## src/sv/complex_arithmetic_unit_assert.svh

```systemverilog
// Assertion macros shared by the complex ALU modules.
// Each expects i_clk and i_rst_n in the scope where it is used.
`ifndef COMPLEX_ARITHMETIC_UNIT_ASSERT_SVH
`define COMPLEX_ARITHMETIC_UNIT_ASSERT_SVH

// Clocked check, off while reset is held.
`define CAU_ASSERT(lbl, prop) \
    lbl: assert property (@(posedge i_clk) disable iff (!i_rst_n) prop) \
        else $error("complex ALU assertion failed");

// Same, with a caller-supplied message string.
`define CAU_ASSERT_MSG(lbl, prop, msg) \
    lbl: assert property (@(posedge i_clk) disable iff (!i_rst_n) prop) \
        else $error(msg);

`endif

```

## src/sv/cau_pkg.sv

```systemverilog
`timescale 1ns / 1ps

package cau_pkg;

    localparam int FIELD_W = 32;            // operand and result field width
    localparam int OPND_W  = FIELD_W + 1;   // room for 1.0 at FRAC_BITS = 31
    localparam int PROD_W  = 2 * OPND_W;
    localparam int SUM_W   = PROD_W + 1;
    localparam int MAG_W   = 2 * FIELD_W;   // magnitudes of all exact results
    localparam int ACT_W   = 3;
    localparam int STAT_W  = 2;

    typedef enum logic [ACT_W-1:0] {
        ACT_ADD  = 3'd0,
        ACT_SUB  = 3'd1,
        ACT_MUL  = 3'd2,
        ACT_DIV  = 3'd3,
        ACT_CONJ = 3'd4,
        ACT_INV  = 3'd5
    } t_action;

    typedef enum logic [STAT_W-1:0] {
        ST_OK      = 2'd0,
        ST_SAT     = 2'd1,
        ST_DIVZERO = 2'd2
    } t_status;

    // Internal operation class; inverse is a divide with substituted operands.
    typedef enum logic [2:0] {
        OP_NONE,
        OP_ADD,
        OP_SUB,
        OP_MUL,
        OP_DIV,
        OP_CONJ
    } t_op;

    typedef struct packed {
        t_op                      op;
        logic signed [OPND_W-1:0] p_re;
        logic signed [OPND_W-1:0] p_im;
        logic signed [OPND_W-1:0] y_re;
        logic signed [OPND_W-1:0] y_im;
    } t_item;

endpackage

```

## src/sv/cau_queue.sv

```systemverilog
`timescale 1ns / 1ps
`include "complex_arithmetic_unit_assert.svh"

module cau_queue import cau_pkg::*; #(
    parameter int DEPTH = 4
) (
    input  logic  i_clk,
    input  logic  i_rst_n,
    input  logic  i_push,
    input  t_item i_item,
    output logic  o_ready,
    output logic  o_valid,
    output t_item o_item,
    input  logic  i_pop
);

    localparam int PTR_W = (DEPTH > 1) ? $clog2(DEPTH) : 1;
    localparam int CNT_W = $clog2(DEPTH + 1);

    t_item            r_mem [0:DEPTH-1];
    logic [PTR_W-1:0] r_wr;
    logic [PTR_W-1:0] r_rd;
    logic [CNT_W-1:0] r_count;

    function automatic logic [PTR_W-1:0] f_next(input logic [PTR_W-1:0] p);
        return (p == PTR_W'(DEPTH - 1)) ? '0 : p + 1'b1;
    endfunction

    assign o_ready = (r_count != CNT_W'(DEPTH));
    assign o_valid = (r_count != '0);
    assign o_item  = r_mem[r_rd];

    always_ff @(posedge i_clk) begin
        if (!i_rst_n) begin
            r_wr    <= '0;
            r_rd    <= '0;
            r_count <= '0;
        end else begin
            if (i_push) begin
                r_wr <= f_next(r_wr);
            end
            if (i_pop) begin
                r_rd <= f_next(r_rd);
            end
            if (i_push && !i_pop) begin
                r_count <= r_count + 1'b1;
            end else if (i_pop && !i_push) begin
                r_count <= r_count - 1'b1;
            end
        end
    end

    always_ff @(posedge i_clk) begin
        if (i_push) begin
            r_mem[r_wr] <= i_item;
        end
    end

    `CAU_ASSERT(a_q_no_push_full, (r_count == CNT_W'(DEPTH)) |-> !i_push)
    `CAU_ASSERT(a_q_no_pop_empty, (r_count == '0) |-> !i_pop)
    `CAU_ASSERT_MSG(a_q_pop_count, (i_pop && !i_push) |=> (r_count + 1'b1 == $past(r_count)), "queue count did not drop on pop")

endmodule

```

## config.mk

```make
export PLATFORM = sky130hd
export DESIGN_NAME = cau_queue
export DESIGN_NICKNAME = d
export VERILOG_FILES = /design/src/sv/cau_pkg.sv /design/src/sv/cau_queue.sv
export VERILOG_INCLUDE_DIRS = /design/src /design/src/sv
export SDC_FILE = /design/constraint.sdc
export NUM_CORES = 1
export LEC_CHECK = 0
export ABC_AREA = 1
export BUFFER_PORTS_ARGS = -buffer_cell sky130_fd_sc_hd__buf_2
export CORE_ASPECT_RATIO = 0.75
export CORE_UTILIZATION = 50
export DETAILED_ROUTE_END_ITERATION = 16
export GPL_TIMING_DRIVEN = 1
export PLACE_DENSITY = 0.71
export SLEW_MARGIN = 30
export SYNTH_ARGS = -nofsm -noshare
export SYNTH_HDL_FRONTEND = slang
export SYNTH_SLANG_ARGS = --single-unit
```

## constraint.sdc

```tcl
create_clock -name i_clk -period 7.46 [get_ports i_clk]
set_input_delay 1.119 -clock i_clk [delete_from_list [all_inputs] [get_ports i_clk]]
set_output_delay 1.119 -clock i_clk [all_outputs]
set_load 0.02 [all_outputs]
```

* After elaboration in Yosys (flattened, before gate mapping)
Memories as Yosys holds them, arrays and structs flattened. A register that Yosys moved wholly into a read port is not among the register bits. Index checks and enable logic that the tools add are counted.
Word-level totals: bits in registers 7, RAM bits 540, bits of input ports 139, output and inout bits 137, logic and storage cells 25, memories kept 1
Operators by class: $add $sub $neg 4, eq/ne operators 3, multiplexer cells 8, reduce and logical (&&, ||, !) cells 6
Memories:
- r_mem | words 4, bits a word 135, rd ports 1, clocked after Yosys merged registers in 1, write ports 1, RTL line cau_queue.sv:20 | t_item r_mem [0:DEPTH-1];
Operator list (count):
- $mux 2 | 4
- $mux 3 | 2
- $add 2x1->2 const B | 2
- $eq 2x2->1 const B | 2
- $add 3x1->3 const B | 1
- $ne 3x3->1 const B | 1
- $reduce_bool 3->1 | 1
- $sub 3x1->3 const B | 1
- $logic_and 1x1->1 | 2
- $logic_not 1->1 | 2
- $mux 1 | 2
- $reduce_bool 2->1 | 1

* Longest topological paths before layout
Gate-level depths: netlist of run 1.
word-level depth 4, mapped depth 10, depth with buffers taken out 10

* Worst setup path after synthesis of run 1
Ideal clock, no wire load.
path type input port to flip-flop, start point input port i_push, end point memory r_mem[3][0] (netlist name) (enable), setup time 0.488 ns, arrival 3.755 ns, slack 3.217 ns, stages 2, buffers on the path 0, path through nand2_1 > inv_1
Between the ends: word-level cells in the longest chain between the ends 2
Ends and longest elaborated chain:
- start: declaration | RTL line cau_queue.sv:9 | input logic i_push,
- $mux 1 | RTL line cau_queue.sv:54 | if (i_push) begin
- $mux 1 (not written as such) | RTL line cau_queue.sv:55 | r_mem[r_wr] <= i_item;
- end: declaration | RTL line cau_queue.sv:20
No other way between the ends.

==> results of run 1 <==
[final cells by class]
cell class / instances / area [um^2] / share of cell area
flip-flops and latches: 549 / 16400 / 0.693
clock inverters: 27 / 168 / 0.00709
clock buffers: 67 / 1380 / 0.0583
well taps: 520 / 651 / 0.0275
repair buffers: 285 / 1460 / 0.0615
inverters: 18 / 110 / 0.00465
diodes: 4 / 10.0 / 0.000423
multi-input cells: 710 / 3480 / 0.147
[power groups by stage]
stage,registers [mW],clock network (mW),logic (mW)
final,3.57,2.42,0.710
after global routing,3.57,2.58,0.770
after CTS,3.57,2.46,0.715
after detailed placement,3.63,0,0.713
after global placement,3.63,0,0.700
after floorplan,3.63,0,0.460
[Yosys cell counts]
cell type | instances | area (um^2)
edfxtp_1 | 540 | 16200
nor2_1 | 255 | 957
o21ai_0 | 209 | 1050
o22ai_1 | 135 | 845
o21ai_1 | 65 | 325
clkbuf_1 | 44 | 165
buf_6 | 21 | 236
nor2_2 | 20 | 125
buf_2 | 17 | 85.1
inv_1 | 16 | 60.1
dfxtp_1 | 9 | 180
nand2_1 | 8 | 30.0
ha_1 | 6 | 75.1
a21oi_1 | 5 | 25.0
buf_12 | 4 | 80.1
nand3_1 | 3 | 15.0
nor3_1 | 2 | 10.0
buf_4 | 1 | 7.51
buf_8 | 1 | 15.0
clkinv_2 | 1 | 5.00
fa_1 | 1 | 20.0
inv_8 | 1 | 11.3
nand4_1 | 1 | 6.26
[worst register-to-register path: cells and delay by family (launching register included)]
family        cells  cell delay [ps]
fa+ha+maj         1              190
simple gates      1              110
flops             1              400
buf+inv           2             1420
[cells by family after synthesis]
| kind of cell | after synthesis | share of synthesized area |
|---|---|---|
| compound gates | 414 | 0.109 |
| fa+ha+maj | 7 | 0.00463 |
| buf+inv | 106 | 0.0324 |
| flops | 549 | 0.798 |
| simple gates | 289 | 0.0557 |
[routing by layer]
layer  vias to the layer above  part of all wire  GRT usage  routed length (um)
li1                       5679                 -          -                   -
met1                      5960              0.43      0.278               18700
met2                       381              0.47      0.319               20200
met3                        74             0.079     0.0535                3390
met4                         8             0.019     0.0558                 827
met5                         -            0.0010          0                  43
[flip-flops by register name, summed over array words and instances, names as in the netlist, named ones only]
| name | count |
|---|---|
| r_count | 3 |
| r_rd | 2 |
| r_mem | 540 |
| r_wr | 2 |
[metrics by stage]
| stage | hold slack [ps] | cells | utilization |
|---|---|---|---|
| 2_1_floorplan | 483 | 1365 | - |
| 3_3_place_gp | 509 | 2082 | 0.553 |
| 3_5_place_dp | 521 | 2082 | 0.553 |
| 4_1_cts | 529 | 2176 | 0.592 |
| 5_1_grt | 562 | 2177 | 0.592 |
| 6_report | 531 | 2180 | 0.592 |
[worst min path at each step]
| stage | start | endpoint | slack [ps] | depth (start not counted) |
|---|---|---|---|---|
| final | r_count[1]$_SDFFE_PN0P_ | r_count[1]$_SDFFE_PN0P_ | 530 | 2 |
| after global routing | r_count[1]$_SDFFE_PN0P_ | r_count[1]$_SDFFE_PN0P_ | 560 | 2 |
| after CTS | r_count[1]$_SDFFE_PN0P_ | r_count[1]$_SDFFE_PN0P_ | 530 | 2 |
| after detailed placement | r_count[1]$_SDFFE_PN0P_ | r_count[1]$_SDFFE_PN0P_ | 520 | 2 |
| after global placement | r_count[1]$_SDFFE_PN0P_ | r_count[1]$_SDFFE_PN0P_ | 510 | 2 |
| after floorplan | r_count[1]$_SDFFE_PN0P_ | r_count[1]$_SDFFE_PN0P_ | 480 | 2 |
==> reports/metrics.cfg, run 1 <==
[timing]
period_share=0.581
rsz0062_at_grt=no
finalHoldViolCount=0
worst_pin_slew_ps=983
relSlewSlack=0.345
maxClockFrequency_mhz=231
period_needed_ps=4330
slew_viol_final=0
setup_viol=0
tns_ps=0
skew_ps=19.0
fin_ws_ps=3130

[setup_path]
cp_num_cells=5
critPathRequiredTime_ps=6340
cp_max_fo=101
start_kind=register
cp_top_family=buffers and inverters
regToRegEndpoint=r_mem[3][89]$_DFFE_PP_
crit_buf_inv=3
crit_type=register to output pin
r2r_cells=4
r2r_slack_ps=4860
cp_slowest_stage_delay_ps=830
r2r_start=r_wr[0]$_SDFFE_PN0P_
critical_path.endpoint_type=output pin
crit_path_cell_trace=buf_6 -> buf_4 -> o21ai_0 -> o22ai_1 -> buf_2
crit_path_end=o_item[28]
arrival_ps=3210
slowest_stage=buf_4

[clock_tree]
post_cts_buffers=0
cts-root-buf=clkbuf_16
cts_tree=done
cts_hold_buffers=0
cts_resized=0
cts_sinks=549
clk_latency_ps=560
cts-htree-levels=2
clock_path_buffers=3
numCtsBuffers=51
clk_pin_slew_worst_paths_ps=60

[floorplan]
start_util=0.514
die_width_um=236
chipHeight_um=178
io-pin-count=276
coreArea_um2=40000
num_rows=63
die_area_um2=41900

[detailed_routing]
wl_per_cell_um=19.8
drt_wl_total_mm=43.2
ant_nets=0
routed_via_density=5.55
remaining_drc_errors=0
drt-initial-drc-count=885
vias=12102
first_pass_iters=5

[synth]
postSynthCellCount=1365
synth_area_um2=20500
yosysUniqueCellTypes=23
avgSynthCellArea_um2=15.0
synth-seq-area-share=0.798
yosysWarnings=0
ys_ff_latch=549
syn-num-nets=1511

[power_and_ir_drop]
switching_power_mw=1.63
p_int_mw=5.07
total_power_mw=6.70
power_frac_clock=0.362
sw_frac_of_total=0.243
powerDensity_nw_per_um2=283
p_leak_nw=8.18
p_seq_frac=0.532
irDropWorstVdd_mv=0.229
combPwrFrac=0.106

[final_layout]
fin_nets=1761
mostFrequentLayoutCell=edfxtp_1
area_delta_synth_final_pct=15.2
num-fill-cells=3034
finalInstanceArea_um2=23700
mostFrequentLayoutCells=edfxtp_1 (540), buf_2 (275), nor2_1 (255)
drive_above_1_share=0.231

[placement]
place_area_um2=22100
place_ws_ps=3580
portBuffers=275
dpl.hpwl_mm=22.9
gp_congestion=0.740

[outcome]
outcome=finished clean

[global_routing]
grt_pass1_wl_mm=65.5
overflow=0
grt_pass1_vias=11735
grt_max_degree=136
gr-usage-all-layers=0.202
antenna_found_initial=5

[run]
max-cap-violations=0

[hold_path]
hold_path.class=register to register

Note: power is estimated with default switching activity, not from simulation.
==> inputs of run 2 (changes only) <==
PLACE_DENSITY = 0.74   (was 0.71)
clock period = 3.8 ns   (was 7.46 ns; I/O delays follow)
==> run 2 against run 1 <==
Effect of this change:
- register-to-register slack got worse by 3100 ps
- flip-flop and latch count unchanged
- final cell count increased by 0.73%
- die area unchanged
- highest routed layer unchanged
==> reports/metrics.cfg, run 2 (synthesized netlist as in run 1, its figures left out) <==
[outcome]
outcome=finished clean

[setup_path]
r2r_slack_ps=1800
arrival_ps=2450
regToRegEndpoint=r_mem[2][77]$_DFFE_PP_
crit_buf_inv=3
r2r_cells=5
cp_top_family=buffers and inverters
cp_slowest_stage_delay_ps=480
start_kind=register
crit_type=register to output pin
critical_path.endpoint_type=output pin
crit_path_cell_trace=inv_8 -> buf_12 -> o21ai_0 -> o22ai_1 -> buf_2
cp_max_fo=112
slowest_stage=inv_8
r2r_start=r_wr[0]$_SDFFE_PN0P_
critPathRequiredTime_ps=3230

[power_and_ir_drop]
p_leak_nw=8.33
powerDensity_nw_per_um2=559
total_power_mw=13.4
irDropWorstVdd_mv=0.454

[final_layout]
mostFrequentLayoutCell=edfxtp_1
fin_nets=1771
finalInstanceArea_um2=24000
largest_register_ff_count=540
drive_above_1_share=0.238
area_delta_synth_final_pct=16.8
largestRegisters=r_mem (540), r_count (3)
regMostFlops=r_mem
final_util=0.601
mostFrequentLayoutCells=edfxtp_1 (540), buf_2 (275), nor2_1 (255)
fin_cells=2196

[timing]
hold_slack_ps=214
setup_viol=0
rsz0062_at_grt=no
slew_viol_final=0
tns_ps=0
finalHoldViolCount=0
period_share=0.794
fin_ws_ps=784
relSlewSlack=0.520
skew_ps=13.0
worst_pin_slew_ps=720
maxClockFrequency_mhz=332
period_needed_ps=3020

[detailed_routing]
remaining_drc_errors=0
drt_wl_total_mm=44.0
wl_per_cell_um=20.0
routed_via_density=5.56
first_pass_iters=5
drt-initial-drc-count=966
vias=12204
ant_nets=0

[clock_tree]
cts_sinks=549
cts_hold_buffers=0
cts_tree=done
cts_resized=0
numCtsBuffers=50
clock_path_buffers=3
clk_latency_ps=570
cts-root-buf=clkbuf_16
cts-htree-levels=2
post_cts_buffers=0
clk_pin_slew_worst_paths_ps=60

[placement]
place_ws_ps=1400
dp_cells=2093
gp_congestion=0.757
dpl.hpwl_mm=24.9
place_area_um2=22300
portBuffers=275

[global_routing]
overflow=0
gr-usage-all-layers=0.207
grt_pass1_wl_mm=66.6
antenna_found_initial=13
grt_max_degree=151
grt_pass1_vias=11851

[floorplan]
io-pin-count=276
die_area_um2=41900
start_util=0.514
die_width_um=236
coreArea_um2=40000
chipHeight_um=178
num_rows=63

[hold_path]
hold_path.class=input pin to register
hold_path_startpoint=i_item[22]
hold_depth=1
whs_endpoint=r_mem[3][22]$_DFFE_PP_

[run]
max-cap-violations=0

==> run 2: area by class of cell <==
type                            count  area [um^2]
Sequential cell                   549        16400
Fill cell                        2947        16000
Inverter                           18         97.6
Clock buffer                       62         1360
Tap cell                          520          651
Antenna cell                       10         25.0
Multi-Input combinational cell    710         3480
Clock inverter                     31          274
Timing Repair Buffer              296         1710
==> run 2: how the worst max path moves through the flow <==
stage                                        to      from  slack [ps]  depth (start not counted)
after global routing                 o_item[37]  register         630                          5
after detailed placement             o_item[37]  register        1400                          5
after floorplan           r_mem[3][0]$_DFFE_PP_    i_push         110                          2
after global placement               o_item[37]  register        1420                          5
after CTS                            o_item[37]  register         740                          5
final                                o_item[37]  register         780                          5
==> run 2: metal layers <==
metal | track usage | share of wire | vias to the layer above | wire length [um]
met5 | 0 | 0.00095 | - | 42
met4 | 0.0558 | 0.021 | 6 | 914
met3 | 0.0560 | 0.084 | 81 | 3690
met2 | 0.332 | 0.47 | 412 | 20800
met1 | 0.282 | 0.42 | 5994 | 18500
li1 | - | - | 5711 | -
==> run 2: where the power goes <==
group / total [mW] / leakage [nW] / switching, mW / internal, mW
combinational: 1.45 / 2.48 / 1.03 / 0.425
sequential: 6.98 / 5.04 / 0.0633 / 6.92
clock: 4.98 / 0.811 / 2.10 / 2.88
==> inputs of run 3 (changes only) <==
PLACE_DENSITY = 0.71   (was 0.74)
clock period = 2.9 ns   (was 3.8 ns; I/O delays follow)
==> run 3 against run 2 <==
Effect of this change:
- flip-flop and latch count unchanged
- non-clock buffer count increased by 28
- via count decreased by 0.19%
- register-to-register slack got worse by 870 ps
- sequential power increased by 31%
- die area unchanged
- clock power increased by 27%
- core utilization increased by 0.53 points
- global-route usage about the same
- routed wire length about the same
- clock skew about the same
- critical path type unchanged
- largest power group unchanged
==> reports/metrics.cfg, run 3 (synthesized netlist as in run 1, its figures left out) <==
[global_routing]
gr-usage-all-layers=0.207
grt_max_degree=86
antenna_found_initial=6
met2_usage=0.340
overflow=0
grt_pass1_wl_mm=67.0
met1_usage=0.280
grt_pass1_vias=12100
top_usage_layer=met2
grt_use_met3=0.0509

[setup_path]
slowest_stage=dfxtp_4
crit_type=register to output pin
cp_top_family=buffers and inverters
cp_slowest_stage_delay_ps=440
arrival_ps=2330
r2r_cells=6
r2r_slack_ps=930
start_kind=register
cp_max_fo=75
crit_path_cell_trace=inv_8 -> buf_4 -> nor2_1 -> o22ai_1 -> buf_2
regToRegEndpoint=r_mem[1][76]$_DFFE_PP_
r2r_start=r_wr[1]$_SDFFE_PN0P_
critical_path.endpoint_type=output pin
crit_buf_inv=3
critPathRequiredTime_ps=2470

[detailed_routing]
first_pass_iters=4
drt_wl_total_mm=44.0
wl_per_cell_um=19.8
routed_via_density=5.49
drt-initial-drc-count=987
ant_nets=0
remaining_drc_errors=0
vias=12181

[hold_path]
hold_path.class=input pin to register
hold_depth=1
hold_path_startpoint=i_item[19]
whs_endpoint=r_mem[1][19]$_DFFE_PP_

[clock_tree]
clk_pin_slew_worst_paths_ps=60
post_cts_buffers=0
clk_latency_ps=560
cts_sinks=549
clock_path_buffers=3
cts-htree-levels=2
cts_hold_buffers=0
cts_tree=done
numCtsBuffers=52
cts_resized=0
cts-root-buf=clkbuf_16

[timing]
relSlewSlack=0.585
skew_ps=13.3
fin_ws_ps=139
finalHoldViolCount=0
tns_ps=0
worst_pin_slew_ps=623
period_share=0.952
setup_viol=0
period_needed_ps=2760
rsz0062_at_grt=no
maxClockFrequency_mhz=362
slew_viol_final=0

[floorplan]
chipHeight_um=178
die_area_um2=41900
io-pin-count=276
die_width_um=236
coreArea_um2=40000
num_rows=63
start_util=0.514

[final_layout]
largest_register_ff_count=540
regMostFlops=r_mem
area_delta_synth_final_pct=17.9
mostFrequentLayoutCell=edfxtp_1
mostFrequentLayoutCells=edfxtp_1 (540), buf_2 (275), nor2_1 (255)
finalInstanceArea_um2=24200
largestRegisters=r_mem (540), r_count (3)
fin_nets=1801
drive_above_1_share=0.254

[power_and_ir_drop]
powerDensity_nw_per_um2=721
p_leak_nw=8.42
irDropWorstVdd_mv=0.521

[run]
max-cap-violations=0

[placement]
portBuffers=275
place_area_um2=22600
dpl.hpwl_mm=26.1
place_ws_ps=748
gp_congestion=0.749

[outcome]
outcome=finished clean

==> run 3: cell count changes in the layout (fill, tap and decap cells not counted), sizes merged <==
| cell | previous run | this run |
|---|---|---|
| clkinv | 25 | 24 |
| inv | 19 | 15 |
| clkbuf | 62 | 64 |
| diode | 10 | 5 |
| bufinv | 5 | 3 |
| clkinvlp | 0 | 6 |
| buf | 296 | 324 |
==> run 3: cell type report <==
class	count	area, um^2
diodes	5	12.5
clock buffers	64	1370
clock inverters	30	216
fillers	2961	15800
inverters	18	92.6
multi-input cells	710	3490
flip-flops and latches	549	16400
well taps	520	651
repair buffers	324	1970
==> run 3: how the worst max path moves through the flow <==
stage	end	depth (start not counted)	start	slack (ps)
finish	o_item[93]	5	register	140
global route	o_item[93]	5	register	1
CTS	o_item[29]	5	register	120
detailed placement	o_item[46]	5	register	750
global placement	o_item[131]	5	register	770
floorplan	r_mem[0][0]$_DFFE_PP_	4	r_wr[0]$_SDFFE_PN0P_	-100
==> run 3: routing by layer <==
| metal | part of all wire | wire length (um) |
|---|---|---|
| met1 | 0.44 | 19200 |
| met2 | 0.48 | 20900 |
| met3 | 0.071 | 3130 |
| met4 | 0.016 | 692 |
| met5 | 0.0013 | 59 |
==> run 3: worst register-to-register path: cells and delay by family, from the launching register on <==
| kind | cells | cell delay (ps) |
|---|---|---|
| buf+inv | 4 | 1120 |
| flops | 1 | 350 |
| fa+ha+maj | 1 | 180 |
| simple gates | 1 | 80 |
==> run 3: where the power goes <==
part	internal [mW]	leakage [nW]	switching, mW	total, mW
sequential	9.07	5.04	0.0875	9.16
combinational	0.601	2.61	1.35	1.95
clock	3.60	0.774	2.73	6.33
==> run 3: metrics by stage <==
stage / util / total power [mW] / hold slack [ps] / instances
floorplan: - / 10.5 / 460 / 1365
CTS: 0.605 / 17.6 / 50.2 / 2215
detailed placement: 0.566 / 11.3 / 494 / 2121
global route: 0.606 / 18.0 / 56.0 / 2217
global placement: 0.566 / 11.2 / 478 / 2121
finish: 0.606 / 17.4 / 82.5 / 2220
