<file path="src/sv/complex_arithmetic_unit_assert.svh">
// Assertion macros shared by the complex ALU modules.
// Each expects i_clk and i_rst_n in the scope where it is used.
`ifndef COMPLEX_ARITHMETIC_UNIT_ASSERT_SVH
`define COMPLEX_ARITHMETIC_UNIT_ASSERT_SVH

// Clocked check, off while reset is held.
`define CAU_ASSERT(lbl, prop) \
    lbl: assert property (@(posedge i_clk) disable iff (!i_rst_n) prop) \
        else $error("complex ALU assertion failed");

// Same, with a caller-supplied message string.
`define CAU_ASSERT_MSG(lbl, prop, msg) \
    lbl: assert property (@(posedge i_clk) disable iff (!i_rst_n) prop) \
        else $error(msg);

`endif

</file>
<file path="src/sv/cau_pkg.sv">
`timescale 1ns / 1ps

package cau_pkg;

    localparam int FIELD_W = 32;            // operand and result field width
    localparam int OPND_W  = FIELD_W + 1;   // room for 1.0 at FRAC_BITS = 31
    localparam int PROD_W  = 2 * OPND_W;
    localparam int SUM_W   = PROD_W + 1;
    localparam int MAG_W   = 2 * FIELD_W;   // magnitudes of all exact results
    localparam int ACT_W   = 3;
    localparam int STAT_W  = 2;

    typedef enum logic [ACT_W-1:0] {
        ACT_ADD  = 3'd0,
        ACT_SUB  = 3'd1,
        ACT_MUL  = 3'd2,
        ACT_DIV  = 3'd3,
        ACT_CONJ = 3'd4,
        ACT_INV  = 3'd5
    } t_action;

    typedef enum logic [STAT_W-1:0] {
        ST_OK      = 2'd0,
        ST_SAT     = 2'd1,
        ST_DIVZERO = 2'd2
    } t_status;

    // Internal operation class; inverse is a divide with substituted operands.
    typedef enum logic [2:0] {
        OP_NONE,
        OP_ADD,
        OP_SUB,
        OP_MUL,
        OP_DIV,
        OP_CONJ
    } t_op;

    typedef struct packed {
        t_op                      op;
        logic signed [OPND_W-1:0] p_re;
        logic signed [OPND_W-1:0] p_im;
        logic signed [OPND_W-1:0] y_re;
        logic signed [OPND_W-1:0] y_im;
    } t_item;

endpackage

</file>
<file path="src/sv/cau_front.sv">
`timescale 1ns / 1ps

module cau_front import cau_pkg::*; #(
    parameter int FRAC_BITS = 16
) (
    input  logic [ACT_W-1:0]          i_action,
    input  logic signed [FIELD_W-1:0] i_a_re,
    input  logic signed [FIELD_W-1:0] i_a_im,
    input  logic signed [FIELD_W-1:0] i_b_re,
    input  logic signed [FIELD_W-1:0] i_b_im,
    output t_item                     o_item
);

    localparam logic signed [OPND_W-1:0] ONE_Q = OPND_W'(1) << FRAC_BITS;

    always_comb begin
        o_item.op   = OP_NONE;
        o_item.p_re = OPND_W'(i_a_re);
        o_item.p_im = OPND_W'(i_a_im);
        o_item.y_re = OPND_W'(i_b_re);
        o_item.y_im = OPND_W'(i_b_im);
        unique case (i_action)
            ACT_ADD:  o_item.op = OP_ADD;
            ACT_SUB:  o_item.op = OP_SUB;
            ACT_MUL:  o_item.op = OP_MUL;
            ACT_DIV:  o_item.op = OP_DIV;
            ACT_CONJ: o_item.op = OP_CONJ;
            ACT_INV: begin
                // 1/a = (1 + 0i) / a
                o_item.op   = OP_DIV;
                o_item.p_re = ONE_Q;
                o_item.p_im = '0;
                o_item.y_re = OPND_W'(i_a_re);
                o_item.y_im = OPND_W'(i_a_im);
            end
            default:  o_item.op = OP_NONE;
        endcase
    end

endmodule

</file>
<file path="config.mk">
export PLATFORM = sky130hd
export DESIGN_NAME = cau_front
export DESIGN_NICKNAME = d
export VERILOG_FILES = /design/src/sv/complex_arithmetic_unit_assert.svh /design/src/sv/cau_pkg.sv /design/src/sv/cau_front.sv
export SDC_FILE = /design/constraint.sdc
export NUM_CORES = 1
export LEC_CHECK = 0
export ABC_AREA = 1
export ABC_CLOCK_PERIOD_IN_PS = 800
export CAP_MARGIN = 20
export CELL_PAD_IN_SITES_DETAIL_PLACEMENT = 0
export CELL_PAD_IN_SITES_GLOBAL_PLACEMENT = 2
export CORE_AREA = 2 2 102 104
export DETAILED_ROUTE_END_ITERATION = 10
export DIE_AREA = 0 0 104 106
export DONT_BUFFER_PORTS = 1
export PLACE_DENSITY = 0.68
export SYNTH_ARGS = -nofsm -noshare
export SYNTH_HDL_FRONTEND = slang
export SYNTH_SLANG_ARGS = --single-unit
</file>
<file path="constraint.sdc">
create_clock -name vclk -period 0.8
set_input_delay 0.04 -clock vclk [all_inputs]
set_output_delay 0.04 -clock vclk [all_outputs]
set_load 0.02 [all_outputs]
</file>
### After elaboration in Yosys (flattened, before gate mapping)

Index checks and enable logic that the tools add are counted.
Widths: inputs -> output; s select.

* flip-flop bits (word level): 0
* bits of input ports: 131
* output and inout bits: 135
* logic and storage cells: 9

* eq/ne operators: 5
* muxes and demuxes: 2
* reduce and logical (&&, ||, !) cells: 2

Operators with widths (count)
* $mux 132: 1
* $pmux 3 s5: 1
* $eq 3x2->1 const B: 2
* $eq 3x3->1 const B: 2
* $eq 3x1->1 const B: 1
* $logic_not 3->1: 1
* $reduce_or 2->1: 1

### Depth between registers and ports, before layout

Gate-level depths: netlist (run 1).

* word-level depth: 3
* depth in mapped cells: 7
* depth with buffers taken out: 5

### Least setup slack after synthesis (run 1)

No wires, ideal clock.

* kind: input to output
* start point: in i_action[2]
* end point: out o_item[98] (netlist bit)
* arrival time: 1030 ps
* slack: -270 ps
* stages on the path: 6
* path buffers: 3
* cell sequence: buf_4 nand3_2 inv_2 buf_4 nor2_1 buf_4

RTL lines
* start: declaration: RTL line cau_front.sv:6 `input logic [ACT_W-1:0] i_action,`
* end: declaration: RTL line cau_front.sv:11 `output t_item o_item`

==> results by stage, run 1 <==
Synthesis:
- Among all cell types in the netlist, the one instantiated most often is sky130_fd_sc_hd__nand2_1.
- In this run the biggest area consumer among cell types represents 30.0% of the synthesized area.
- The gate count after technology mapping is about 370.
- After synthesis, the netlist uses 11 different library cells.
- By area the synthesized netlist is led by sky130_fd_sc_hd__nand2_1 (30%), sky130_fd_sc_hd__nand4_1 (24%), sky130_fd_sc_hd__inv_1 (14%).
- Synthesis produced a netlist with a net count of 505.
- The commonest cells after synthesis are sky130_fd_sc_hd__nand2_1 (136), sky130_fd_sc_hd__inv_1 (65), sky130_fd_sc_hd__nor2_1 (65), sky130_fd_sc_hd__nand4_1 (64), sky130_fd_sc_hd__buf_4 (19).
- The biggest area consumer among synthesized cells is sky130_fd_sc_hd__nand2_1.
- The count of synthesis-stage warnings from yosys is 0.
- Sequential elements use 0% of the synthesized area.
- In this run the cell area of the synthesized design comes to 1700 um2.
- A synthesized cell averages ~4.5 um2.

Setup path:
- The slowest stage of the critical path is the sky130_fd_sc_hd__clkbuf_16 cell.
- The data arrival time of the critical path is 0.78 ns.
- The path length in cells of the critical path is 5.
- The critical path's largest stage delay is 0.20 ns.
- The number of buffers and inverters on the critical path is 3.
- Traced cell by cell, the critical path runs through nand3_4 > clkinv_8 > clkbuf_16 > nor2_2 > buf_4.
- Along the worst path, the maximum fanout reaches 69.
- The kind of cell adding the most delay to the critical path is buffers and inverters.
- At the worst endpoint, the required time is 0.76 ns.
- STA classifies the critical path startpoint as an input port.
- The worst setup path is of the input port to output port kind.
- STA classifies the critical path endpoint as an output port.

Layout:
- The clock buffer count in the final layout is 0.
- Fill cells in the final layout number 1,162.
- The number of sequential storage elements is 0.
- Across the whole layout, storage elements account for 0 um2.
- The number of antenna repair diodes is 0.
- For this run, the number of standard cells in the final layout without fillers is 546.
- The net count of the finished layout is 543.
- The layout overhead on the synthesized area is 56.0%.
- The share of post-route cells with drive strength above 1 is 33.9%.

Place:
- The count of placed standard cells including taps is roughly 540.
- The placer's final routability congestion estimate is 0.728.
- Once detailed placement completed, the half-perimeter wirelength came to 5340 um.
- Buffers placed on the I/O ports in this run total 0.

Detailed routing:
- The number of antenna-violating nets in the routed design is 0.
- For this block, the initial DRC count from the detailed router was 173.
- The total number of vias is ~2,600.
- For this run, the detailed router's first-pass iteration total came to 4.
- After detailed routing, the number of vias per cell comes to 4.68.
- The post-route DRC violation count is 0.
- The average routed wire per standard cell is 15.4 um.
- Wires add up to 8420 um.

STA:
- Hold timing on the final database bottoms out at a slack of 0.187 ns.
- The number of max-slew violations in the final report is 0.
- After layout, the worst setup slack is -0.0203 ns.
- The total of endpoints with negative setup slack in the final report is 4.
- In this run the tightest slew margin relative to its limit is 70.8%.
- The number of hold-slack violations in the final timing report is 0.
- Setup repair after global routing could not meet its margin everywhere.
- For the pin with the worst max-slew slack, the measured transition is between 0.4 and 0.5 ns.
- After layout, the worst path uses 103% of the clock period.
- The highest clock rate is 1220 MHz.
- The shortest clock period the worst path allows after layout is just over 0.8 ns.

Run:
- Max-cap violations in this run came to 0.

Global route:
- The global-route wire length before repair is 10,800 um.
- The number of global-route vias before repair is 2,220.
- Global routing used 11.3% of the available tracks.
- Entering global routing, the biggest net connects 70 pins.
- The initial antenna violation count was 0.
- After global routing the overflow that remains totals 0.

Power and ir drop:
- Of the total power, combinational logic draws 100.0%.
- In this run, flip-flops and latches consume 0% of the power.
- The clock network is responsible for 0% of the overall power.
- Internal power comes to 0.665 mW.
- The net switching share of the total power is 64.7%.
- For this design the total switching power over the nets is roughly 1.2 mW.
- Across the VDD grid, the largest voltage drop is 241 uV.
- The ratio of total power to cell area is 710 nW/um2.
- For this design the static power due to leakage is 1.52 nW.

Floorplan:
- The area of the die is 11,000 um2.
- The number of placement rows is 37.
- The die is about 110 um tall.
- The starting utilization of the core area is 17.0%.
- The number of top-level pins is 266.
- The total area inside the core boundary comes to 10000 um2.
- From left edge to right edge, the die measures 104 um.

Clock network:
- Post-CTS timing repair inserted 0 buffers for setup.
- Buffers inserted to repair hold after CTS numbered 0.

Run status:
- The checks that failed: setup timing.
- The flow ran to the end, but the final reports show violations.

Worst hold path:
- The class of the tightest hold or removal check is input port to output port.
- Counting instances, the worst hold path has a depth of 1.
## worst paths after layout
check                    from     endpoint
setup / recovery  i_action[2]   o_item[90]
hold / removal    i_action[0]  o_item[132]
## timing repair
item,4_1_cts,5_1_grt
hold endpoints to repair,0,0
gates resized for setup,3,94
setup endpoints to repair,99,100
pin swaps,0,1
gates cloned,1,4
## power by group through the flow
stage	registers (mW)	logic, mW	clock network [mW]
6_report	0	1.88	0
5_1_grt	0	2.00	0
4_1_cts	0	1.66	0
3_5_place_dp	0	1.63	0
3_3_place_gp	0	1.64	0
2_1_floorplan	0	1.36	0
## placed cells by master, fill, tap and decap left out, drive strengths merged
| cell type | Yosys | final |
|---|---|---|
| nand2 | 136 | 136 |
| buf | 34 | 73 |
| inv | 67 | 66 |
| nor2 | 65 | 65 |
| nand4 | 64 | 64 |
| clkbuf | 6 | 3 |
| nand3 | 1 | 1 |
| clkinv | 0 | 1 |
| a21oi | 1 | 1 |
## kinds of logic (layout without fill, tap and decap cells)
family          Yosys count  after routing  share of synthesized area (%)
compound gates            1              1                          0.294
simple gates            266            266                           68.6
buf+inv                 107            143                           31.1
## metrics by stage
step | cell area, um2 | worst slack, ns | TNS (ns) | power [mW] | utilization [%]
after detailed placement | 2230 | -0.0363 | -1.76 | 1.63 | 22.3
after global placement | 2230 | -0.0276 | -1.35 | 1.64 | 22.3
after CTS | 2270 | -0.0178 | -0.316 | 1.66 | 22.7
after global routing | 2650 | -0.0536 | -1.33 | 2.00 | 26.5
final | 2650 | -0.0203 | -0.0344 | 1.88 | 26.5
after floorplan | 1780 | -0.0204 | -0.0204 | 1.36 | -
## layer usage
layer  vias to the layer above  global-route usage [%]  part of all wire, %
met5                         -                       0                    0
met4                         0                   0.965                 0.97
met3                         4                    1.23                  7.2
met2                       163                    23.3                   53
met1                      1164                    12.8                   39
li1                       1225                       -                    -
## layout make-up
class | instances | area, um2 | share of cell area, %
Inverter | 67 | 272 | 10.2
Multi-Input combinational cell | 267 | 1400 | 52.7
Tap cell | 136 | 170 | 6.42
Timing Repair Buffer | 76 | 811 | 30.6
(Power assumes the default switching activity.)
==> run 2, diff against run 1 <==
--- a/config.mk
+++ b/config.mk
@@ -5,16 +5,16 @@
 export SDC_FILE = /design/constraint.sdc
 export NUM_CORES = 1
 export LEC_CHECK = 0
-export ABC_AREA = 1
+export ABC_AREA = 0
 export ABC_CLOCK_PERIOD_IN_PS = 800
 export CAP_MARGIN = 20
 export CELL_PAD_IN_SITES_DETAIL_PLACEMENT = 0
 export CELL_PAD_IN_SITES_GLOBAL_PLACEMENT = 2
-export CORE_AREA = 2 2 102 104
+export CORE_AREA = 2 2 103 105
 export DETAILED_ROUTE_END_ITERATION = 10
-export DIE_AREA = 0 0 104 106
+export DIE_AREA = 0 0 105 107
 export DONT_BUFFER_PORTS = 1
-export PLACE_DENSITY = 0.68
+export PLACE_DENSITY = 0.53
 export SYNTH_ARGS = -nofsm -noshare
 export SYNTH_HDL_FRONTEND = slang
 export SYNTH_SLANG_ARGS = --single-unit
==> run 2 against run 1 <==
Synthesized cell count decreased by 59%; combinational power decreased by 11%; total power decreased by 11%; final cell count decreased by 48%; via count decreased by 52%; largest cell class unchanged; fmax decreased by 11%; utilization decreased by 6.1 points; the run still ends with setup timing left; global-route usage decreased by 3.4 points.
==> results by stage, run 2 <==
Run status:
- The run finished, with violations left.
- The final reports fail on setup timing.

Layout:
- Leaving out fill and tap cells, the most frequent cell in the layout is sky130_fd_sc_hd__mux2_4.
- The number of sequential storage elements is 0.
- The top cell types in the final layout, fill and taps aside, are sky130_fd_sc_hd__mux2_4 (64), sky130_fd_sc_hd__and2_4 (57), sky130_fd_sc_hd__buf_16 (6).
- The share of post-route cells with drive strength above 1 is between 90% and 100%.
- The clock buffer count in the final layout is 0.
- The register area is 0 um2.
- At the end of the flow, the number of nets in the layout was 282.
- Compared with the post-synthesis result, the final layout area differs by 35.4%.
- The number of antenna diodes in the final layout is 0.
- The count of non-filler cells in the finished layout is 285.

Place:
- The number of buffer cells added on primary ports is 0.
- The count of placed standard cells including taps is 274.
- Before CTS, the worst setup slack after placement is -0.180 ns.
- Routability-driven placement finished with a final weighted congestion of between 0.7 and 0.8.
- The detailed placer's ending HPWL is 3610 um.

Setup path:
- The kind of end point of the critical path is an output port.
- The sort of element at the start of the critical path is an input port.
- By startpoint and endpoint, the worst setup path is classified as input port to output port.
- For this run, the slowest stage of the critical path takes between 0.3 and 0.4 ns.
- Walking the worst path, the cells encountered are nand3b_4 > buf_6 > buf_16 > mux2_4.
- The slowest stage of the critical path is the sky130_fd_sc_hd__mux2_4 cell.
- The startpoint of the worst setup timing path is i_action[1].
- The data arrival time of the critical path is roughly 0.9 ns.
- The top fanout value on the critical path is 16.
- At the worst endpoint, the required time is ~0.76 ns.
- The end of the critical path is o_item[18].

Detailed routing:
- The total number of vias is 1,220.
- In the final routed layout, each cell accounts on average for approximately 19 um.
- The detailed router used layers up to and including met4.
- The via count normalized by instance count is ~4.3.
- The number of antenna-violating nets in the routed design is 0.
- After detailed routing, the total wire length is 5430 um.
- The post-route DRC violation count is 0.
- The count of routing violations after the opening detailed-route iteration is 33.
- The wire length on met3 is roughly 500 um.
- The routed length on met1 is 2080 um.
- The wire length on met2 is 2830 um.
- The first detailed-routing pass ran for 2 iterations.

Floorplan:
- In this run the count of I/O pins placed on the die edge is 266.
- Once the floorplan was initialized, standard cells occupied around 15% of the core.
- In this run the vertical extent of the chip is 107 um.
- After floorplanning, the core was divided into 37 placement rows.
- The area of the core is 10,100 um2.
- In this run the horizontal extent of the chip is 105 um.
- The die covers between 10,000 and 15,000 um2.

STA:
- The worst-margin pin slew is 0.443 ns.
- Subtracting the final worst setup slack from the clock period gives just over 0.9 ns.
- Derived from the worst setup path, the maximum achievable clock frequency is ~1100 MHz.
- The number of hold-slack violations in the final timing report is 0.
- The worst path uses 116% of the clock period.
- The final hold slack is 0.159 ns.
- The worst setup slack after layout is -0.125 ns.
- In this run the tightest slew margin relative to its limit is 70.6%.
- Setup repair after global routing could not meet its margin everywhere.
- The number of max-slew violations in the final report is 0.
- The total of endpoints with negative setup slack in the final report is approximately 130.

Synthesis:
- Among all cell types in the netlist, the one instantiated most often is sky130_fd_sc_hd__and2_1.
- The average instance area after synthesis is roughly 10 um2.
- The post-synthesis sequential area ratio is 0%.
- In the post-synthesis netlist, the biggest area contributors are sky130_fd_sc_hd__mux2_4 (55%), sky130_fd_sc_hd__and2_1 (26%), sky130_fd_sc_hd__mux2_2 (5.9%).
- The synthesized net count is between 200 and 300.
- The Yosys step of the flow raised 0 warnings.
- The fraction of synthesized cell area taken by the top area cell type is 55.3%.
- Counting instances in the post-synthesis netlist gives the leading cell types as sky130_fd_sc_hd__and2_1 (63), sky130_fd_sc_hd__mux2_4 (56), sky130_fd_sc_hd__mux2_2 (8), sky130_fd_sc_hd__buf_6 (7), sky130_fd_sc_hd__clkbuf_1 (6).
- The unique cell type count in the Yosys netlist is 13.
- After synthesis the cells add up to 1520 um2.
- The gate count after technology mapping is about 150.
- The synthesized design spends more area on one cell type than any other, namely sky130_fd_sc_hd__mux2_4.

Global route:
- The number of global-route vias before repair is 1,267.
- The first global-routing pass estimated 7020 um of wire.
- The all-layer global routing usage is 7.92%.
- The initial antenna violation count is 0.
- The total overflow left after global routing is 0.
- Entering global routing, the biggest net connects 32 pins.

Power and ir drop:
- Power spread over the standard cell area amounts to 812 nW/um2.
- IR analysis of the VDD net gives a maximum drop of 211 uV.
- The leakage component of the power is 1.10 nW.

Run:
- The count of max-cap constraint violations is 0.

Clock network:
- The number of hold-repair buffers added at the cts stage is 0.

Worst hold path:
- The class of the tightest hold or removal check is input port to output port.
==> run 2: timing repair <==
| item | CTS | global route |
|---|---|---|
| cloned | 8 | 0 |
| resized for setup | 71 | 55 |
| pin swaps | 1 | 15 |
| setup buffers | 4 | 0 |
| endpoints found under the setup margin | 130 | 125 |
==> run 2: layout make-up <==
type | instances | area, um2
fill | 1086 | 8030
multi-input combinational | 134 | 1560
timing repair buffer | 15 | 327
tap | 136 | 170
==> run 2: through the flow <==
step           total power [mW]  util (%)  setup TNS [ns]  instance area [um2]
2_1_floorplan              1.32         -           -2.67                 1560
3_3_place_gp               1.37      16.1           -8.02                 1630
3_5_place_dp               1.36      16.1           -9.21                 1630
4_1_cts                    1.62      19.9          -13.92                 2010
5_1_grt                    1.73      20.4          -14.09                 2060
6_report                   1.67      20.4          -11.02                 2060
==> run 2: worst min path at each step <==
stage,cells after the start,from,to
floorplan,1,i_action[0],o_item[132]
global placement,1,i_action[0],o_item[132]
detailed placement,1,i_action[0],o_item[132]
CTS,1,i_action[0],o_item[132]
global route,1,i_action[0],o_item[132]
finish,1,i_action[0],o_item[132]
==> run 2: worst max-delay path, delay by kind of cell <==
kind | cells | cell delay, ns
buffers and inverters | 2 | 0.31
multiplexers | 1 | 0.35
AND/OR/NAND/NOR | 1 | 0.17
==> run 2: logic make-up (layout without fill, tap and decap cells) <==
family | count (synthesis) | count (layout) | synth area share [%]
AO/OA/AOI/OAI | 1 | 1 | 0.329
XOR/XNOR | 1 | 1 | 0.576
buffers and inverters | 18 | 15 | 9.13
multiplexers | 65 | 65 | 61.8
AND/OR/NAND/NOR | 67 | 67 | 28.1
==> run 2: power by group <==
| group | total (mW) | switching [mW] | internal (mW) | leakage [nW] |
|---|---|---|---|---|
| logic | 1.67 | 0.913 | 0.761 | 1.10 |
| registers | 0 | 0 | 0 | 0 |
| clock network | 0 | 0 | 0 | 0 |
| total | 1.67 | 0.913 | 0.761 | 1.10 |
==> run 2: routing by layer <==
| metal | vias to the layer above | GRT usage, % |
|---|---|---|
| met5 | - | 0 |
| met4 | 0 | 0.286 |
| met3 | 2 | 1.16 |
| met2 | 130 | 14.8 |
| met1 | 578 | 10.1 |
| li1 | 510 | - |
==> run 3, diff against run 2 <==
==> config.mk (replaced) <==
export PLATFORM = sky130hd
export DESIGN_NAME = cau_front
export DESIGN_NICKNAME = d
export VERILOG_FILES = /design/src/sv/complex_arithmetic_unit_assert.svh /design/src/sv/cau_pkg.sv /design/src/sv/cau_front.sv
export SDC_FILE = /design/constraint.sdc
export NUM_CORES = 1
export LEC_CHECK = 0
export ABC_AREA = 1
export ABC_CLOCK_PERIOD_IN_PS = 1200
export CAP_MARGIN = 20
export CELL_PAD_IN_SITES_DETAIL_PLACEMENT = 0
export CELL_PAD_IN_SITES_GLOBAL_PLACEMENT = 2
export CORE_AREA = 2 2 102 104
export DETAILED_ROUTE_END_ITERATION = 10
export DIE_AREA = 0 0 104 106
export DONT_BUFFER_PORTS = 1
export PLACE_DENSITY = 0.65
export SYNTH_ARGS = -nofsm -noshare
export SYNTH_HDL_FRONTEND = slang
export SYNTH_SLANG_ARGS = --single-unit
==> constraint.sdc (replaced) <==
create_clock -name vclk -period 1.2
set_input_delay 0.06 -clock vclk [all_inputs]
set_output_delay 0.06 -clock vclk [all_outputs]
set_load 0.05 [all_outputs]
==> run 3 against run 2 <==
The flow now finishes without violations; wire length increased by 42%; non-clock buffer count increased by 122; worst setup slack improved by 0.34 ns; critical path depth increased by 2; highest routed layer is now met3; total power increased by 29%.
==> results by stage, run 3 (synthesized netlist as in run 1, its figures left out) <==
Run status:
- The run finished with clean final reports.

Power and ir drop:
- Net switching is 72.1% of the power.
- The combinational power share is between 90% and 100%.
- The clock network is responsible for 0% of the overall power.
- The internal portion of the total power is 0.602 mW.
- The post-layout total power is 2.16 mW.
- IR analysis of the VDD net gives a maximum drop of 229 uV.
- In this run the static leakage power is 1.75 nW.
- In this run the power spent charging and discharging nets is 1.56 mW.
- In this run, flip-flops and latches consume 0% of the power.
- The ratio of total power to cell area is roughly 750 nW/um2.

Floorplan:
- Once the floorplan was initialized, standard cells occupied 17.0% of the core.
- The floorplan step defined a die boundary enclosing about 11,000 um2.
- Pin placement for this block handled 266 I/O pins.
- The number of placement rows is 37.
- The die is 104 um wide.
- The die height is roughly 110 um.
- After floorplanning, the core was sized to cover between 9000 and 10,000 um2.

Detailed routing:
- The number of iterations in the first detailed-routing pass is 4.
- In the routed design, unresolved DRC markers number 0.
- The total number of vias is 2,657.
- The number of antenna-violating nets in the routed design is 0.
- Dividing the detail-routed wire length by the instance count gives 12.7 um.
- The via count normalized by instance count is 4.38.
- After the first detailed-routing iteration, the DRC count stood at around 140.
- After detailed routing, the total wire length is between 7000 and 8000 um.

Layout:
- Leaving out fill and tap cells, the most frequent cells in the layout are sky130_fd_sc_hd__nand2_1 (134), sky130_fd_sc_hd__buf_4 (129), sky130_fd_sc_hd__inv_1 (65).
- The area growth from synthesis to layout is 68.3%.
- The share of the core filled with cells is 28.6%.
- Registers take 0 um2.
- The repair_antennas step left the layout with diodes totalling 0.
- The post-route netlist has 41.4% of its cells at a drive strength greater than 1.
- The final layout contains between 600 and 700 nets.
- Counting the clock-network buffers in the layout gives 0.
- Leaving out fill and tap cells, the most frequent cell in the layout is sky130_fd_sc_hd__nand2_1.
- Once layout is complete, the cells apart from fillers number 607.
- The number of sequential storage elements is 0.
- The filler cells instantiated in the layout total about 1,200.

Setup path:
- The endpoint required time on the critical path is 1.14 ns.
- The largest single stage delay on the critical path is 0.26 ns.
- For this design, the slowest cell found on the critical path is sky130_fd_sc_hd__buf_12.
- The top fanout value on the critical path is 40.
- The sort of element at the start of the critical path is an input port.
- Data arrives at the worst endpoint at around 0.9 ns.
- The critical path in this run is classified as input port to output port.
- The signal on the critical path passes through inv_2 > nand3_2 > clkinv_2 > buf_12 > nor2_1 > buf_4.
- The worst setup path is captured at an output port.

Global route:
- The initial antenna violation count is 0.
- The first global-routing pass estimated between 10,000 and 15,000 um of wire.
- For this run, the total global-route usage over all layers was measured as 11.9%.
- The total overflow left after global routing is 0.
- The number of global-route vias before repair is 2,337.
- Entering global routing, the biggest net connects 70 pins.

STA:
- The shortest clock period the worst path allows after layout is 0.981 ns.
- The total of endpoints with negative setup slack in the final report is 0.
- Setup repair after global routing left no endpoint under its margin.
- The ratio of final minimum period to clock period is around four fifths.
- The worst slew slack as a fraction of its limit is 80.4%.
- In the post-route analysis, the smallest setup slack over all paths is 0.219 ns.
- The sum of negative setup slack is 0 ns.
- The number of max-slew violations in the final report is 0.
- At the pin with the least slew margin, the transition time is 0.294 ns.
- Based on the critical path, the design can be clocked at up to between 1000 and 1500 MHz.
- The number of hold-slack violations in the final timing report is 0.

Run:
- The count of max-cap constraint violations is 0.

Place:
- The count of buffers added on input and output ports is 0.
- The congestion estimate from routability-driven global placement came to approximately 0.75.
- The HPWL after detailed placement is between 5000 and 6000 um.
- Timing analysis after detailed placement gives a worst setup slack of 0.205 ns.
- The count of placed standard cells including taps is between 600 and 700.

Worst hold path:
- The cell depth of the worst min-delay path is 2.
- The class of the tightest hold or removal check is input port to output port.

Clock network:
- Post-CTS timing repair inserted 0 buffers for setup.
- The count of cells resized by post-cts repair is 0.
- The number of hold buffers added after CTS was 0.
## run 3: cell types whose count changed in the layout (fill, tap and decap cells not counted), sizes merged, moves of 3 or more
cell    delta
and2      -63
buf      +125
bufbuf     -3
inv       +66
mux2      -64
nand2    +135
nand4     +64
nor2      +64
## run 3: worst max-delay path: cells and delay by family
kind,cells,cell delay [ns]
and+or+nand+nor,2,0.20
buffers and inverters,4,0.64
## run 3: path summary, 6_finish.rpt
kind / slack [ns] / endpoint / startpoint
hold / removal: 0.33 / o_item[132] / i_action[1]
setup / recovery: 0.22 / o_item[94] / i_action[1]
## run 3: routing by layer
metal,track usage [%],wire length (um),vias to the layer above
li1,-,-,1345
met1,14.4,2880,1164
met2,22.8,4100,148
met3,2.21,726,0
met4,0.579,0,0
met5,0,0,-
## run 3: stage by stage
stage          cell area (um2)  hold slack, ns
6_report                  2860           0.331
5_1_grt                   2860           0.334
4_1_cts                   2860           0.326
3_5_place_dp              2860           0.330
3_3_place_gp              2860           0.326
2_1_floorplan             1840           0.270
## run 3: area by class of cell
class / instances / area [um2] / area share (%)
Multi-Input combinational cell: 267 / 1310 / 45.8
Inverter: 67 / 253 / 8.84
Timing Repair Buffer: 137 / 1130 / 39.5
Tap cell: 136 / 170 / 5.95
## run 3: power by group through the flow
stage	sequential, mW	clock [mW]	combinational, mW
after floorplan	0	0	1.67
after global placement	0	0	2.16
after detailed placement	0	0	2.16
after CTS	0	0	2.17
after global routing	0	0	2.24
final	0	0	2.16
